===== config.mk =====
export PLATFORM = sky130hd
export DESIGN_NAME = wav_pcm16_stream_parser_unit
export DESIGN_NICKNAME = d
export VERILOG_FILES = /design/src/sv/wpsp_pkg.sv /design/src/sv/wav_pcm16_stream_parser_unit.sv /design/src/sv/wpsp_front.sv /design/src/sv/wpsp_queue.sv /design/src/sv/wpsp_back.sv
export SDC_FILE = /design/constraint.sdc
export NUM_CORES = 1
export LEC_CHECK = 0
export BUFFER_PORTS_ARGS = -buffer_cell sky130_fd_sc_hd__buf_4
export CAP_MARGIN = 15
export CORE_MARGIN = 2
export CORE_UTILIZATION = 50
export CTS_CLUSTER_SIZE = 40
export DETAILED_ROUTE_END_ITERATION = 10
export PLACE_DENSITY = 0.66
export SLEW_MARGIN = 15
export SYNTH_ARGS = -nofsm -noshare
export SYNTH_HDL_FRONTEND = slang
export SYNTH_SLANG_ARGS = --single-unit

===== constraint.sdc =====
create_clock -name clock -period 6.4 [get_ports clock]
set_clock_uncertainty 0.1 [all_clocks]
set_input_delay 0.96 -clock clock [delete_from_list [all_inputs] [get_ports clock]]
set_output_delay 0.96 -clock clock [all_outputs]
set_load 0.01 [all_outputs]

===== src/sv/wpsp_pkg.sv =====
// ----------------------------------------------------------------------------
// wpsp_pkg
// Shared types and constants for the WAV PCM16 stream parser.
// ----------------------------------------------------------------------------
package wpsp_pkg;

   localparam logic [31:0] RIFF_WORD   = 32'h4646_4952;
   localparam logic [31:0] WAVE_WORD   = 32'h4556_4157;
   localparam logic [31:0] TAG_FMT     = 32'h2074_6D66;
   localparam logic [31:0] TAG_DATA    = 32'h6174_6164;
   localparam logic [31:0] LEN_ENDLESS = 32'hFFFF_FFFF;
   localparam logic [31:0] FMT_BYTES   = 32'd16;
   localparam logic [5:0]  MIN_FILE    = 6'd44;
   localparam logic [15:0] PCM_BITS    = 16'd16;

   localparam int QUEUE_DEPTH = 2;

   typedef enum logic [1:0] {
      STATUS_OK         = 2'd0,
      STATUS_BAD_HEADER = 2'd1,
      STATUS_BAD_FORMAT = 2'd2,
      STATUS_NO_DATA    = 2'd3
   } status_type;

   typedef struct packed {
      logic [7:0] byte_value;
      logic       last_byte;
   } req_type;

   typedef struct packed {
      logic               sample_valid;
      logic signed [15:0] sample;
      logic               channel_index;
      logic               done_res;
      status_type         status;
      logic [30:0]        sample_rate;
      logic [1:0]         channel_count;
   } rsp_type;

endpackage


===== src/sv/wav_pcm16_stream_parser_unit.sv =====
// ----------------------------------------------------------------------------
// wav_pcm16_stream_parser_unit
// RIFF/WAVE parser that turns a byte stream into 16-bit PCM samples.
// ----------------------------------------------------------------------------
// Request channel (req_valid / req_stall / req): one byte of the file per
// request, with last_byte set on the final byte of the file.
// Response channel (rsp_valid / rsp_stall / rsp): one response for each
// request that completes a sample pair of the data chunk while the format
// is valid, and one for the final byte, which carries done_res and the
// status. Both may share one response.
// Throughput: one byte per cycle while the queue is not full; every byte
// updates the parser registers as it is accepted. A response passes through
// the parser-to-output queue and then the output register before it appears.
// When the receiver stalls, the queue fills; once it is full req_stall rises
// and the parser holds. After the final byte the parser returns to its
// reset state and the next byte starts a new file.
// Reset clears the parser, empties the queue and drops any pending response.
// ----------------------------------------------------------------------------
module wav_pcm16_stream_parser_unit #(
   parameter int QUEUE_DEPTH = wpsp_pkg::QUEUE_DEPTH
) (
   input  logic              clock,
   input  logic              reset,
   input  logic              req_valid,
   output logic              req_stall,
   input  wpsp_pkg::req_type req,
   output logic              rsp_valid,
   input  logic              rsp_stall,
   output wpsp_pkg::rsp_type rsp
);

   logic              queue_full;
   logic              push_valid;
   wpsp_pkg::rsp_type push_data;
   logic              pop_valid;
   logic              pop_ready;
   wpsp_pkg::rsp_type pop_data;

   wpsp_front u_front (
      .clock      (clock),
      .reset      (reset),
      .req_valid  (req_valid),
      .req_stall  (req_stall),
      .req        (req),
      .queue_full (queue_full),
      .push_valid (push_valid),
      .push_data  (push_data)
   );

   wpsp_queue #(
      .DEPTH (QUEUE_DEPTH)
   ) u_queue (
      .clock      (clock),
      .reset      (reset),
      .push_valid (push_valid),
      .push_data  (push_data),
      .full       (queue_full),
      .pop_valid  (pop_valid),
      .pop_ready  (pop_ready),
      .pop_data   (pop_data)
   );

   wpsp_back u_back (
      .clock     (clock),
      .reset     (reset),
      .pop_valid (pop_valid),
      .pop_ready (pop_ready),
      .pop_data  (pop_data),
      .rsp_valid (rsp_valid),
      .rsp_stall (rsp_stall),
      .rsp       (rsp)
   );

   assert property (@(posedge clock) disable iff (reset)
      rsp_valid && !rsp.done_res |-> rsp.sample_valid)
      else $error("response carries neither a sample nor a done mark");

   assert property (@(posedge clock) disable iff (reset)
      rsp_valid && !rsp.done_res |-> rsp.status == wpsp_pkg::STATUS_OK)
      else $error("status reported on a response that is not the last");

   assert property (@(posedge clock) disable iff (reset)
      rsp_valid && !rsp.sample_valid |-> rsp.sample == 16'sd0 && !rsp.channel_index)
      else $error("sample fields set without a sample");

   assert property (@(posedge clock)
      reset |=> !rsp_valid)
      else $error("response pending right after reset");

endmodule


===== src/sv/wpsp_front.sv =====
// ----------------------------------------------------------------------------
// wpsp_front
// Header check, chunk walk, fmt capture and sample assembly, one byte a cycle while the queue has room.
// ----------------------------------------------------------------------------
module wpsp_front (
   input  logic              clock,
   input  logic              reset,
   input  logic              req_valid,
   output logic              req_stall,
   input  wpsp_pkg::req_type req,
   input  logic              queue_full,
   output logic              push_valid,
   output wpsp_pkg::rsp_type push_data
);

   typedef enum logic [5:0] {
      PH_HEADER = 6'b000001,
      PH_CHUNK  = 6'b000010,
      PH_FMT    = 6'b000100,
      PH_SKIP   = 6'b001000,
      PH_DATA   = 6'b010000,
      PH_STOP   = 6'b100000
   } phase_type;

   phase_type   phase_ff, phase_in;
   logic [5:0]  bytes_seen_ff, bytes_seen_in;
   logic [31:0] chunk_tag_ff, chunk_tag_in;
   logic [31:0] chunk_length_ff, chunk_length_in;
   logic [31:0] skip_remaining_ff, skip_remaining_in;
   logic [3:0]  format_window_ff, format_window_in;
   logic [15:0] format_channels_ff, format_channels_in;
   logic [31:0] format_rate_ff, format_rate_in;
   logic [15:0] format_bits_ff, format_bits_in;
   logic [31:0] data_remaining_ff, data_remaining_in;
   logic [7:0]  low_byte_hold_ff, low_byte_hold_in;
   logic        byte_parity_ff, byte_parity_in;
   logic        channel_toggle_ff, channel_toggle_in;
   logic        bad_header_ff, bad_header_in;
   logic        data_found_ff, data_found_in;
   logic        pair_seen_ff, pair_seen_in;
   logic        endless_ff, endless_in;

   logic        accept;
   logic        emit;
   logic [15:0] sample_value;
   logic        sample_channel;
   logic [31:0] size_value;
   logic [7:0]  in_byte;
   logic        format_ok_now;
   logic        format_ok_next;
   wpsp_pkg::status_type status_value;

   assign req_stall = queue_full;
   assign accept    = req_valid && !queue_full;
   assign in_byte   = req.byte_value;

   assign format_ok_now = (format_channels_ff == 16'd1 || format_channels_ff == 16'd2) &&
                          (format_rate_ff != 32'd0) && !format_rate_ff[31] &&
                          (format_bits_ff == wpsp_pkg::PCM_BITS);

   always_comb begin
      phase_in           = phase_ff;
      bytes_seen_in      = bytes_seen_ff;
      chunk_tag_in       = chunk_tag_ff;
      chunk_length_in    = chunk_length_ff;
      skip_remaining_in  = skip_remaining_ff;
      format_window_in   = format_window_ff;
      format_channels_in = format_channels_ff;
      format_rate_in     = format_rate_ff;
      format_bits_in     = format_bits_ff;
      data_remaining_in  = data_remaining_ff;
      low_byte_hold_in   = low_byte_hold_ff;
      byte_parity_in     = byte_parity_ff;
      channel_toggle_in  = channel_toggle_ff;
      bad_header_in      = bad_header_ff;
      data_found_in      = data_found_ff;
      pair_seen_in       = pair_seen_ff;
      endless_in         = endless_ff;
      emit               = 1'b0;
      sample_value       = 16'd0;
      sample_channel     = 1'b0;
      size_value         = 32'd0;
      format_ok_next     = 1'b0;
      status_value       = wpsp_pkg::STATUS_OK;

      if (accept) begin
         unique case (phase_ff)
            PH_HEADER: begin
               if (bytes_seen_ff < 6'd4 &&
                   in_byte != wpsp_pkg::RIFF_WORD[{bytes_seen_ff[1:0], 3'b000} +: 8]) begin
                  bad_header_in = 1'b1;
               end
               if (bytes_seen_ff >= 6'd8 && bytes_seen_ff < 6'd12 &&
                   in_byte != wpsp_pkg::WAVE_WORD[{bytes_seen_ff[1:0], 3'b000} +: 8]) begin
                  bad_header_in = 1'b1;
               end
               if (bytes_seen_ff >= 6'd11) begin
                  phase_in         = bad_header_in ? PH_STOP : PH_CHUNK;
                  format_window_in = 4'd0;
               end
            end
            PH_CHUNK: begin
               if (!format_window_ff[2]) begin
                  chunk_tag_in[{format_window_ff[1:0], 3'b000} +: 8] = in_byte;
               end else begin
                  chunk_length_in[{format_window_ff[1:0], 3'b000} +: 8] = in_byte;
               end
               if (format_window_ff[2:0] == 3'd7) begin
                  size_value       = chunk_length_in;
                  format_window_in = 4'd0;
                  if (chunk_tag_ff == wpsp_pkg::TAG_DATA) begin
                     data_found_in     = 1'b1;
                     data_remaining_in = size_value;
                     byte_parity_in    = 1'b0;
                     channel_toggle_in = 1'b0;
                     phase_in          = (size_value != 32'd0) ? PH_DATA : PH_STOP;
                  end else if (chunk_tag_ff == wpsp_pkg::TAG_FMT &&
                               size_value >= wpsp_pkg::FMT_BYTES) begin
                     phase_in = PH_FMT;
                     if (size_value == wpsp_pkg::LEN_ENDLESS) begin
                        endless_in        = 1'b1;
                        skip_remaining_in = 32'd0;
                     end else begin
                        skip_remaining_in = size_value -
                                            (size_value[0] ? 32'd15 : 32'd16);
                     end
                     chunk_tag_in    = 32'd0;
                     chunk_length_in = 32'd0;
                  end else if (size_value == wpsp_pkg::LEN_ENDLESS) begin
                     phase_in = PH_STOP;
                  end else begin
                     skip_remaining_in = size_value + {31'd0, size_value[0]};
                     phase_in          = (size_value != 32'd0) ? PH_SKIP : PH_CHUNK;
                  end
               end else begin
                  format_window_in = {1'b0, format_window_ff[2:0] + 3'd1};
               end
            end
            PH_FMT: begin
               case (format_window_ff) inside
                  4'd2, 4'd3: begin
                     chunk_tag_in[{1'b0, format_window_ff[0], 3'b000} +: 8] = in_byte;
                  end
                  [4'd4:4'd7]: begin
                     chunk_length_in[{format_window_ff[1:0], 3'b000} +: 8] = in_byte;
                  end
                  4'd14, 4'd15: begin
                     chunk_tag_in[{1'b1, format_window_ff[0], 3'b000} +: 8] = in_byte;
                  end
                  default: begin
                  end
               endcase
               if (format_window_ff == 4'd15) begin
                  format_channels_in = chunk_tag_in[15:0];
                  format_bits_in     = chunk_tag_in[31:16];
                  format_rate_in     = chunk_length_in;
                  format_window_in   = 4'd0;
                  if (endless_ff) begin
                     phase_in = PH_STOP;
                  end else begin
                     phase_in = (skip_remaining_ff != 32'd0) ? PH_SKIP : PH_CHUNK;
                  end
               end else begin
                  format_window_in = format_window_ff + 4'd1;
               end
            end
            PH_SKIP: begin
               skip_remaining_in = skip_remaining_ff - 32'd1;
               if (skip_remaining_ff == 32'd1) begin
                  phase_in         = PH_CHUNK;
                  format_window_in = 4'd0;
               end
            end
            PH_DATA: begin
               if (!byte_parity_ff) begin
                  low_byte_hold_in = in_byte;
                  byte_parity_in   = 1'b1;
               end else begin
                  byte_parity_in = 1'b0;
                  pair_seen_in   = 1'b1;
                  if (format_ok_now) begin
                     emit           = 1'b1;
                     sample_value   = {in_byte, low_byte_hold_ff};
                     sample_channel = channel_toggle_ff;
                  end
                  if (format_channels_ff == 16'd2) begin
                     channel_toggle_in = !channel_toggle_ff;
                  end
               end
               data_remaining_in = data_remaining_ff - 32'd1;
               if (data_remaining_ff == 32'd1) begin
                  phase_in = PH_STOP;
               end
            end
            PH_STOP: begin
            end
            default: begin
            end
         endcase

         if (bytes_seen_ff < wpsp_pkg::MIN_FILE) begin
            bytes_seen_in = bytes_seen_ff + 6'd1;
         end
      end

      format_ok_next = (format_channels_in == 16'd1 || format_channels_in == 16'd2) &&
                       (format_rate_in != 32'd0) && !format_rate_in[31] &&
                       (format_bits_in == wpsp_pkg::PCM_BITS);

      if (req.last_byte) begin
         if (bytes_seen_in < wpsp_pkg::MIN_FILE || bad_header_in) begin
            status_value = wpsp_pkg::STATUS_BAD_HEADER;
         end else if (!format_ok_next) begin
            status_value = wpsp_pkg::STATUS_BAD_FORMAT;
         end else if (!data_found_in || !pair_seen_in) begin
            status_value = wpsp_pkg::STATUS_NO_DATA;
         end
      end

      push_valid              = accept && (emit || req.last_byte);
      push_data.sample_valid  = emit;
      push_data.sample        = sample_value;
      push_data.channel_index = sample_channel;
      push_data.done_res      = req.last_byte;
      push_data.status        = status_value;
      push_data.sample_rate   = format_rate_in[31] ? 31'd0 : format_rate_in[30:0];
      push_data.channel_count = (format_channels_in == 16'd1 || format_channels_in == 16'd2)
                                ? format_channels_in[1:0] : 2'd0;

      // start over for the next file
      if (accept && req.last_byte) begin
         phase_in           = PH_HEADER;
         bytes_seen_in      = 6'd0;
         chunk_tag_in       = 32'd0;
         chunk_length_in    = 32'd0;
         skip_remaining_in  = 32'd0;
         format_window_in   = 4'd0;
         format_channels_in = 16'd0;
         format_rate_in     = 32'd0;
         format_bits_in     = 16'd0;
         data_remaining_in  = 32'd0;
         low_byte_hold_in   = 8'd0;
         byte_parity_in     = 1'b0;
         channel_toggle_in  = 1'b0;
         bad_header_in      = 1'b0;
         data_found_in      = 1'b0;
         pair_seen_in       = 1'b0;
         endless_in         = 1'b0;
      end
   end

   always_ff @(posedge clock) begin
      if (reset) begin
         phase_ff           <= PH_HEADER;
         bytes_seen_ff      <= 6'd0;
         chunk_tag_ff       <= 32'd0;
         chunk_length_ff    <= 32'd0;
         skip_remaining_ff  <= 32'd0;
         format_window_ff   <= 4'd0;
         format_channels_ff <= 16'd0;
         format_rate_ff     <= 32'd0;
         format_bits_ff     <= 16'd0;
         data_remaining_ff  <= 32'd0;
         low_byte_hold_ff   <= 8'd0;
         byte_parity_ff     <= 1'b0;
         channel_toggle_ff  <= 1'b0;
         bad_header_ff      <= 1'b0;
         data_found_ff      <= 1'b0;
         pair_seen_ff       <= 1'b0;
         endless_ff         <= 1'b0;
      end else begin
         phase_ff           <= phase_in;
         bytes_seen_ff      <= bytes_seen_in;
         chunk_tag_ff       <= chunk_tag_in;
         chunk_length_ff    <= chunk_length_in;
         skip_remaining_ff  <= skip_remaining_in;
         format_window_ff   <= format_window_in;
         format_channels_ff <= format_channels_in;
         format_rate_ff     <= format_rate_in;
         format_bits_ff     <= format_bits_in;
         data_remaining_ff  <= data_remaining_in;
         low_byte_hold_ff   <= low_byte_hold_in;
         byte_parity_ff     <= byte_parity_in;
         channel_toggle_ff  <= channel_toggle_in;
         bad_header_ff      <= bad_header_in;
         data_found_ff      <= data_found_in;
         pair_seen_ff       <= pair_seen_in;
         endless_ff         <= endless_in;
      end
   end

endmodule


===== src/sv/wpsp_queue.sv =====
// ----------------------------------------------------------------------------
// wpsp_queue
// Small result queue between the parser front and the output stage.
// ----------------------------------------------------------------------------
module wpsp_queue #(
   parameter int DEPTH = wpsp_pkg::QUEUE_DEPTH
) (
   input  logic              clock,
   input  logic              reset,
   input  logic              push_valid,
   input  wpsp_pkg::rsp_type push_data,
   output logic              full,
   output logic              pop_valid,
   input  logic              pop_ready,
   output wpsp_pkg::rsp_type pop_data
);

   localparam int PtrWidth   = (DEPTH > 1) ? $clog2(DEPTH) : 1;
   localparam int CountWidth = $clog2(DEPTH + 1);

   wpsp_pkg::rsp_type       entry_ff [DEPTH];
   logic [PtrWidth-1:0]     wr_ptr_ff, wr_ptr_in;
   logic [PtrWidth-1:0]     rd_ptr_ff, rd_ptr_in;
   logic [CountWidth-1:0]   count_ff, count_in;
   logic                    do_push;
   logic                    do_pop;

   assign full      = (count_ff == CountWidth'(DEPTH));
   assign pop_valid = (count_ff != '0);
   assign pop_data  = entry_ff[rd_ptr_ff];
   assign do_push   = push_valid && !full;
   assign do_pop    = pop_valid && pop_ready;

   always_comb begin
      wr_ptr_in = wr_ptr_ff;
      rd_ptr_in = rd_ptr_ff;
      count_in  = count_ff;
      if (do_push) begin
         wr_ptr_in = (wr_ptr_ff == PtrWidth'(DEPTH - 1)) ? '0 : wr_ptr_ff + 1'b1;
      end
      if (do_pop) begin
         rd_ptr_in = (rd_ptr_ff == PtrWidth'(DEPTH - 1)) ? '0 : rd_ptr_ff + 1'b1;
      end
      if (do_push && !do_pop) begin
         count_in = count_ff + 1'b1;
      end else if (do_pop && !do_push) begin
         count_in = count_ff - 1'b1;
      end
   end

   always_ff @(posedge clock) begin
      if (reset) begin
         wr_ptr_ff <= '0;
         rd_ptr_ff <= '0;
         count_ff  <= '0;
      end else begin
         wr_ptr_ff <= wr_ptr_in;
         rd_ptr_ff <= rd_ptr_in;
         count_ff  <= count_in;
      end
   end

   always_ff @(posedge clock) begin
      if (do_push) begin
         entry_ff[wr_ptr_ff] <= push_data;
      end
   end

endmodule


===== src/sv/wpsp_back.sv =====
// ----------------------------------------------------------------------------
// wpsp_back
// Output register stage that drives the result channel.
// ----------------------------------------------------------------------------
module wpsp_back (
   input  logic              clock,
   input  logic              reset,
   input  logic              pop_valid,
   output logic              pop_ready,
   input  wpsp_pkg::rsp_type pop_data,
   output logic              rsp_valid,
   input  logic              rsp_stall,
   output wpsp_pkg::rsp_type rsp
);

   logic              rsp_valid_ff, rsp_valid_in;
   wpsp_pkg::rsp_type rsp_data_ff, rsp_data_in;
   logic              load;

   assign load      = !rsp_valid_ff || !rsp_stall;
   assign pop_ready = load;
   assign rsp_valid = rsp_valid_ff;
   assign rsp       = rsp_data_ff;

   always_comb begin
      rsp_valid_in = rsp_valid_ff;
      rsp_data_in  = rsp_data_ff;
      if (load) begin
         rsp_valid_in = pop_valid;
         if (pop_valid) begin
            rsp_data_in = pop_data;
         end
      end
   end

   always_ff @(posedge clock) begin
      if (reset) begin
         rsp_valid_ff <= 1'b0;
      end else begin
         rsp_valid_ff <= rsp_valid_in;
      end
   end

   always_ff @(posedge clock) begin
      rsp_data_ff <= rsp_data_in;
   end

endmodule

==> impl_metrics.ini <==
[drt]
via_count = 19628
wl_um = 70900
via_per_inst = 6.52
remaining_drc_errors = 0
ant_nets = 0
drt_iter0_drc = 2333
wl_per_cell_um = 23.6
drt_first_pass_iters = 9

[global_routing]
grt_pass1_vias = 18270
grtUsageMet2_pct = 49.8
grtUsageMet1_pct = 41.3
grtUsageMet3_pct = 6.47
grt_pass1_wl_um = 108000
grt_overflow = 0
busiest_layer = met2
antenna_found_initial = 1
grt_max_degree = 99
grt_use_total_pct = 31.3

[floorplanning]
die_h_um = 212
core_area_um2 = 42800
initial_core_util_pct = 50.3
dieArea_um2 = 44700
fp.dieW_um = 212
io_pins = 69
rows = 76

[placed_design]
io_buffers = 68
gp_congestion = 0.942
hpwl_um = 49300

[sta]
fin_crit_ns = 5.11
whs_ns = 0.361
worst_pin_slew_ns = 1.21
rsz0062_at_grt = false
fin_tns_setup_ns = 0
slew_viol_final = 0
clock.fmax_ghz = 0.196
setup_viol = 0
final_hold_viol_count = 0
slew_headroom_pct = 16.9
finalCritPeriodShare_pct = 79.8

[clocking]
cts_resized = 0
cts_num_sinks = 389
clk_latency_ns = 0.60
htree_num_levels = 2
post_cts.repair.setup_buffers = 0
clkTransAtPathRegs_ns = 0.06
cts_tree = built
cts_made_buffers = 43
cts_hold_buf = 0
ctsRootBufferMaster = clkbuf_16
clk_path_buf_depth = 3

[final_layout]
syn2layout_area_growth_pct = 10.6
multiInputGateArea_um2 = 11300
n_antenna_cell = 0
n_fill_cell = 3859
seq_area_um2 = 9410
drive_gt1_share_pct = 12.1
final_common_cell = nor2_1
num-nets-final = 2466
final_cell_mix = nor2_1, dfxtp_1, nand2_1

[synthesis]
postSynth.asyncResetShare_pct = 0
synth-seq-area-share_pct = 43.7
synth.cell_area_um2 = 21500
ys_seq_elements = 389
syn-num-nets = 2491
netlist_instances = 2453
yosysUniqueCellTypes = 100
ys.flop_type = dfxtp_1
synth-edff-count = 162
syn_area_per_cell_um2 = 8.78
yosysWarnings = 0

[critical_path]
rr_startpoint = u_front.format_window_ff[1]
arrival_ns = 5.50
slowest_stage = nor3b_2
path_buf_inv = 2
cp_top_family = simple AND/OR/NAND/NOR gates
cp_slowest_stage_delay_ns = 0.76
endpoint_kind = register
path_max_fanout = 28
crit_type = register to register
required_ns = 6.80
critPathLaunch = u_front.format_window_ff[1]
start_kind = register
crit_chain = inv_1, ha_1, nor3b_2, a32oi_4, inv_1, ha_1, nand3_1, or4_1, o211a_4, nor2_4, o21ai_0, a31oi_1

[power]
power.internal_w = 0.00462
pwr-share-clk_pct = 40.4
p_switching_w = 0.00159
pwr-share-seq_pct = 47.4
comb_power_share_pct = 12.1
swShare_pct = 25.6
ir_worst_vdd_mv = 0.191
power-per-cell-area_nw_per_um2 = 261
total_leakage_power_nw = 8.29

[status]
status = finished, final reports clean

[worst_hold_path]
worstHoldPathType = register to register
min-delay-start = u_front.format_channels_ff[7]

[flow_run]
drv_cap = 0
[logic make-up after synthesis]
kind of cell,after synthesis,share of synthesized area [%]
and+or+nand+nor,964,22.2
muxes,136,6.71
buffers and inverters,216,4.21
xor gates and xnor gates,50,2.03
adders and majority gates,25,1.45
AOI/OAI and AO/OA,673,19.7
DFF,389,43.7
[through the flow]
stage | worst slack (ns) | area (um2) | util [%] | power (W) | instances
CTS | 1.43 | 23800 | 55.6 | 0.00627 | 3009
floorplan | 1.32 | 21500 | - | 0.00338 | 2453
global route | 0.992 | 23800 | 55.6 | 0.00642 | 3009
finish | 1.29 | 23800 | 55.6 | 0.00621 | 3009
detailed placement | 1.48 | 22400 | 52.3 | 0.00377 | 2929
global placement | 1.63 | 22400 | 52.3 | 0.00375 | 2929
[synthesized netlist by cell type (15+ instances only)]
master	n	share of area, %
o21ai_0	188	4.4
a21oi_1	187	4.3
nand3_1	52	1.2
nor4_1	52	1.5
mux2i_1	69	3.2
or4_1	18	0.63
buf_2	29	0.67
xor2_1	15	0.61
nand4_1	31	0.90
o211ai_1	15	0.52
o22ai_1	33	0.96
or2_2	15	0.44
ha_1	25	1.5
o221ai_1	25	1.0
mux2_2	67	3.5
nor2_1	337	5.9
inv_1	33	0.58
o21ai_1	18	0.42
xnor2_1	35	1.4
nand2_1	195	3.4
nor3_1	93	2.2
a211oi_1	28	0.98
a31oi_1	23	0.67
and2_1	36	1.0
dfxtp_1	227	21
and3_1	24	0.70
a22oi_1	17	0.59
clkbuf_1	140	2.4
edfxtp_1	162	23
[final timing paths]
path / slack (ns) / end / cells past startpoint
setup / recovery: 1.29 / u_front.skip_remaining_ff[28] / 12
hold / removal: 0.36 / u_front.format_channels_ff[7] / 2
setup reg to reg: 1.29 / u_front.skip_remaining_ff[28] / 12
hold reg to reg: 0.36 / u_front.format_channels_ff[7] / 2
[power groups by stage]
stage | sequential [W] | clock [W] | combinational, W
CTS | 0.00295 | 0.00255 | 0.000763
floorplan | 0.00305 | 0 | 0.000328
global placement | 0.00300 | 0 | 0.000749
finish | 0.00295 | 0.00251 | 0.000754
detailed placement | 0.00301 | 0 | 0.000759
global route | 0.00297 | 0.00264 | 0.000809
[flip-flops by register name, indices dropped and copies added (netlist names), 2 cells and up]
register / count
u_queue.entry_ff: 108
u_back.rsp: 54
u_front.chunk_length_ff: 32
u_front.chunk_tag_ff: 32
u_front.data_remaining_ff: 32
u_front.format_rate_ff: 32
u_front.skip_remaining_ff: 32
u_front.format_bits_ff: 16
u_front.format_channels_ff: 16
u_front.low_byte_hold_ff: 8
u_front.bytes_seen_ff: 6
u_front.phase_ff: 6
u_front.format_window_ff: 4
u_queue.count_ff: 2
[tightest hold or removal path, stage by stage (launching register included)]
cell and delay [ns]:
dfxtp_1 0.31, nand2_1 0.05, a21oi_1 0.05
[per-layer routing]
metal	part of all wire (%)	routed length (um)
met3	9.0	6410
met2	45	31900
met1	41	29400
met5	0.018	13
met4	4.4	3150
[area by class of cell]
cell class | instances | area share [%]
multi-input combinational | 1848 | 47.5
inverter | 33 | 0.520
timing repair buffer | 113 | 3.62
clock buffer | 62 | 4.99
tap | 546 | 2.87
clock inverter | 18 | 1.00
sequential | 389 | 39.5
Power figures use the tool's default switching activity.
